**src/hw/rtl/rau_pkg.sv**
```systemverilog
package rau_pkg;

	localparam int WORD_BITS = 32;
	localparam int MAG_BITS = WORD_BITS;
	localparam int PROD_BITS = 2 * WORD_BITS;
	localparam int CNT_BITS = $clog2(PROD_BITS + 1);

	typedef enum logic [1:0] {
		OP_ADD = 2'd0,
		OP_SUB = 2'd1,
		OP_MUL = 2'd2,
		OP_DIV = 2'd3
	} op_t;

	typedef enum logic [1:0] {
		ST_OK = 2'd0,
		ST_ZERO_DEN = 2'd1,
		ST_OVERFLOW = 2'd2
	} status_t;

	// Work handed from the front end to the reduction engine.
	typedef struct packed {
		logic [PROD_BITS:0] mn;
		logic [PROD_BITS-1:0] md;
		logic neg;
	} frac_t;

	// Split a word into sign and magnitude.
	function automatic logic [MAG_BITS:0] split_signed(input logic [31:0] v);
		logic [WORD_BITS-1:0] w;
		logic [MAG_BITS-1:0] m;
		begin
			w = v[WORD_BITS-1:0];
			m = w[WORD_BITS-1] ? (MAG_BITS'(0) - w) : w;
			if (w[WORD_BITS-1] && m == '0) begin
				split_signed = {1'b1, 1'b1, {(MAG_BITS-1){1'b0}}};
			end else begin
				split_signed = {w[WORD_BITS-1], m};
			end
		end
	endfunction

endpackage

```
**src/hw/rtl/rau_queue.sv**
```systemverilog
module rau_queue (
	input logic clk,
	input logic arst_n,
	input logic in_valid,
	output logic in_stall,
	input rau_pkg::frac_t in_data,
	output logic out_valid,
	input logic out_stall,
	output rau_pkg::frac_t out_data
);
	import rau_pkg::*;

	frac_t mem_q [2];
	logic [1:0] cnt_q;
	logic wptr_q, rptr_q;
	logic push, pop;

	assign in_stall = (cnt_q == 2'd2);
	assign out_valid = (cnt_q != 2'd0);
	assign out_data = mem_q[rptr_q];
	assign push = in_valid && !in_stall;
	assign pop = out_valid && !out_stall;

	// Advance pointers and count on each transfer.
	always_ff @(posedge clk or negedge arst_n) begin
		if (!arst_n) begin
			cnt_q <= '0;
			wptr_q <= 1'b0;
			rptr_q <= 1'b0;
		end else begin
			if (push) wptr_q <= ~wptr_q;
			if (pop) rptr_q <= ~rptr_q;
			cnt_q <= cnt_q + 2'(push) - 2'(pop);
		end
	end

	always_ff @(posedge clk) begin
		if (push) mem_q[wptr_q] <= in_data;
	end

endmodule

```
**config.mk**
```make
export PLATFORM = sky130hd
export DESIGN_NAME = rau_queue
export DESIGN_NICKNAME = d
export VERILOG_FILES = /design/src/hw/rtl/rau_pkg.sv /design/src/hw/rtl/rau_queue.sv
export SDC_FILE = /design/constraint.sdc
export NUM_CORES = 1
export LEC_CHECK = 0
export BUFFER_PORTS_ARGS = -buffer_cell sky130_fd_sc_hd__buf_2
export CORE_ASPECT_RATIO = 1.2
export CORE_MARGIN = 5
export CORE_UTILIZATION = 52
export DETAILED_ROUTE_END_ITERATION = 12
export PLACE_DENSITY = 0.78
export SLEW_MARGIN = 30
export SYNTH_ARGS = -nofsm -noshare
export SYNTH_HDL_FRONTEND = slang
export SYNTH_SLANG_ARGS = --single-unit
```
**constraint.sdc**
```tcl
create_clock -name clk -period 9.14 [get_ports clk]
set_input_delay 0 -clock clk [delete_from_list [all_inputs] [get_ports clk]]
set_output_delay 0 -clock clk [all_outputs]
set_load 0.02 [all_outputs]
```
==> flow_metrics.tcl <==
set metrics [dict create \
    fillers 1095 \
    whs_ns 0.210 \
    port_buffers 265 \
    core_um2 18900 \
    dpl_cell_area_um2 11500 \
    dieWidth_um 136 \
    rsz0062_at_grt "false" \
    yosys_warnings 0 \
    finalMaxSlewViolations 0 \
    antenna_found_initial 1 \
    syn_area_um2 9960 \
    finalHoldViolCount 0 \
    vias 5555 \
    cts_tree "yes" \
    grt_pass1_vias 6157 \
    path_clk_slew_ns 0.06 \
    peakVddDrop_mv 0.251 \
    setup_viol 0 \
    htree_levels 1 \
    status "finished, final reports clean" \
    cts_inserted_buffers 25 \
    grt.overflow.total 0 \
    ys_seq_elements 264 \
    cts_resized 0 \
    cp-startpoint "cnt_q[0]$_DFF_PN0_" \
    required_ns 9.26 \
    wl_um 22400 \
    rows 55 \
    avgSynthCellArea_um2 23.5 \
    regArea_um2 7910 \
    cts.sinks 264 \
    worst_pin_slew_ns 0.915 \
    cp-start-kind "flop" \
    relSlewSlack_pct 39.0 \
    fmax_mhz 374 \
    power_mw 4.27 \
    rr_startpoint "cnt_q[0]$_DFF_PN0_" \
    die_h_um 162 \
    final_core_util_pct 72.5 \
    first_iter_violations 333 \
    yosysSeqAreaShare_pct 79.4 \
    multi_input_area_um2 1910 \
    final.min_clock_period_ns 2.67 \
    critPathKind "flop to flop" \
    drive_gt1_share_pct 51.5 \
    postSynthCellCount 423 \
    hp-class "input pin to flop" \
    grt_pass1_wl_um 33800 \
    timing.final.crit_share_pct 29.2 \
    cts_root_buf "clkbuf_16" \
    place_congestion 0.869 \
    cts.hold.buffers_added 134 \
    globalRouteTotalUtil_pct 19.8 \
    min_from "in_data[74]" \
    grt_max_degree 76 \
    setup_tns_ns 0 \
    synth_cell_type_count 17 \
    insertion_delay_ns 0.51 \
    pin_count 266 \
    mostFrequentLayoutCell "buf_2" \
    wl_per_cell_um 20.1 \
    final_nets 975 \
    leakage_nw 5.43 \
    first_pass_iters 5 \
    syn2layout_area_growth_pct 37.3 \
    dieArea_um2 22000 \
    via_per_inst 4.98 \
    cp_max_fo 68 \
    cts_setup_buffers 0 \
    p_per_area_nw_per_um2 312 \
    dpl.hpwl_um 13100 \
    final_cell_mix "buf_2, edfxtp_1, dlygate4sd3_1, mux2_4, mux2_2" \
    end_kind "flop" \
    worstPathArrival_ns 2.79 \
    fin_worst_skew_ns 0.0192 \
    drv_cap 0 \
    synth_fp_nets 559 \
    cts_max_path_buffers 3 \
    final_cell_area_um2 13700 \
    drcViolationCount 0 \
    initial_core_util_pct 52.8 \
    ant_nets 0 \
]
[sequential cells by signal, indices dropped and copies added (netlist names)]
| register | count |
|---|---|
| cnt_q | 2 |
| rptr_q | 1 |
| wptr_q | 1 |
| mem_q | 260 |
[layout make-up]
| type | count | area share (%) |
|---|---|---|
| antenna | 2 | 0.0366 |
| clock buffer | 37 | 5.20 |
| clock inverter | 8 | 0.540 |
| inverter | 2 | 0.0549 |
| multi-input combinational | 142 | 14.0 |
| sequential | 264 | 57.9 |
| tap | 256 | 2.34 |
| timing repair buffer | 404 | 20.0 |
[layer usage]
layer | track usage, % | vias up | part of all wire (%)
met5 | 0 | - | 0
met1 | 24.0 | 2724 | 37
li1 | - | 2514 | -
met3 | 5.02 | 36 | 8.3
met4 | 5.00 | 0 | 1.8
met2 | 35.3 | 281 | 53
[through the flow]
step,cells,setup slack [ns]
detailed placement,934,6.50
finish,1115,6.47
global placement,933,6.41
global route,1114,6.32
CTS,1113,6.46
floorplan,423,2.53
[synthesized netlist by cell type (all sizes together)]
cell,number,area (µm²)
and3,1,6.26
nand2,1,3.75
xor2,1,8.76
mux2,130,1800
inv,2,7.51
dfrtp,4,100
nand2b,1,6.26
buf,15,148
nor2b,1,6.26
xnor2,3,26.3
edfxtp,260,7810
nor2,1,3.75
ha,2,25.0
or2,1,6.26
[report_power, final]
| group | switching, mW | internal [mW] | total (mW) |
|---|---|---|---|
| clock | 0.421 | 0.567 | 0.988 |
| sequential | 0.107 | 1.66 | 1.77 |
| combinational | 0.856 | 0.654 | 1.51 |
[critical path: stages (launching register included)]
cell      delay, ns
dfrtp_1        0.38
nand2b_1       0.19
and3_4         0.78
buf_4          0.82
[worst paths after layout]
| kind | slack [ns] | to | cells past startpoint |
|---|---|---|---|
| max | 6.47 | mem_q[1][88]$_DFFE_PP_ | 3 |
| min | 0.21 | mem_q[1][74]$_DFFE_PP_ | 2 |
| max reg2reg | 6.47 | mem_q[1][88]$_DFFE_PP_ | 3 |
| min reg2reg | 0.56 | wptr_q$_DFFE_PN0N_ | 1 |
| max in group asynchronous | 8.48 | rptr_q$_DFFE_PN0P_ | 3 |
| min in group asynchronous | 0.44 | wptr_q$_DFFE_PN0N_ | 3 |
[logic make-up (layout without fill, tap and decap cells)]
logic type,count (synthesis),in the layout,share of synthesized area [%]
xor gates and xnor gates,4,4,0.352
other,0,2,0
and+or+nand+nor,6,6,0.327
adders and majority gates,2,2,0.251
DFF,264,264,79.4
buffers and inverters,17,451,1.56
muxes,130,130,18.1
Power figures use the tool's default switching activity.
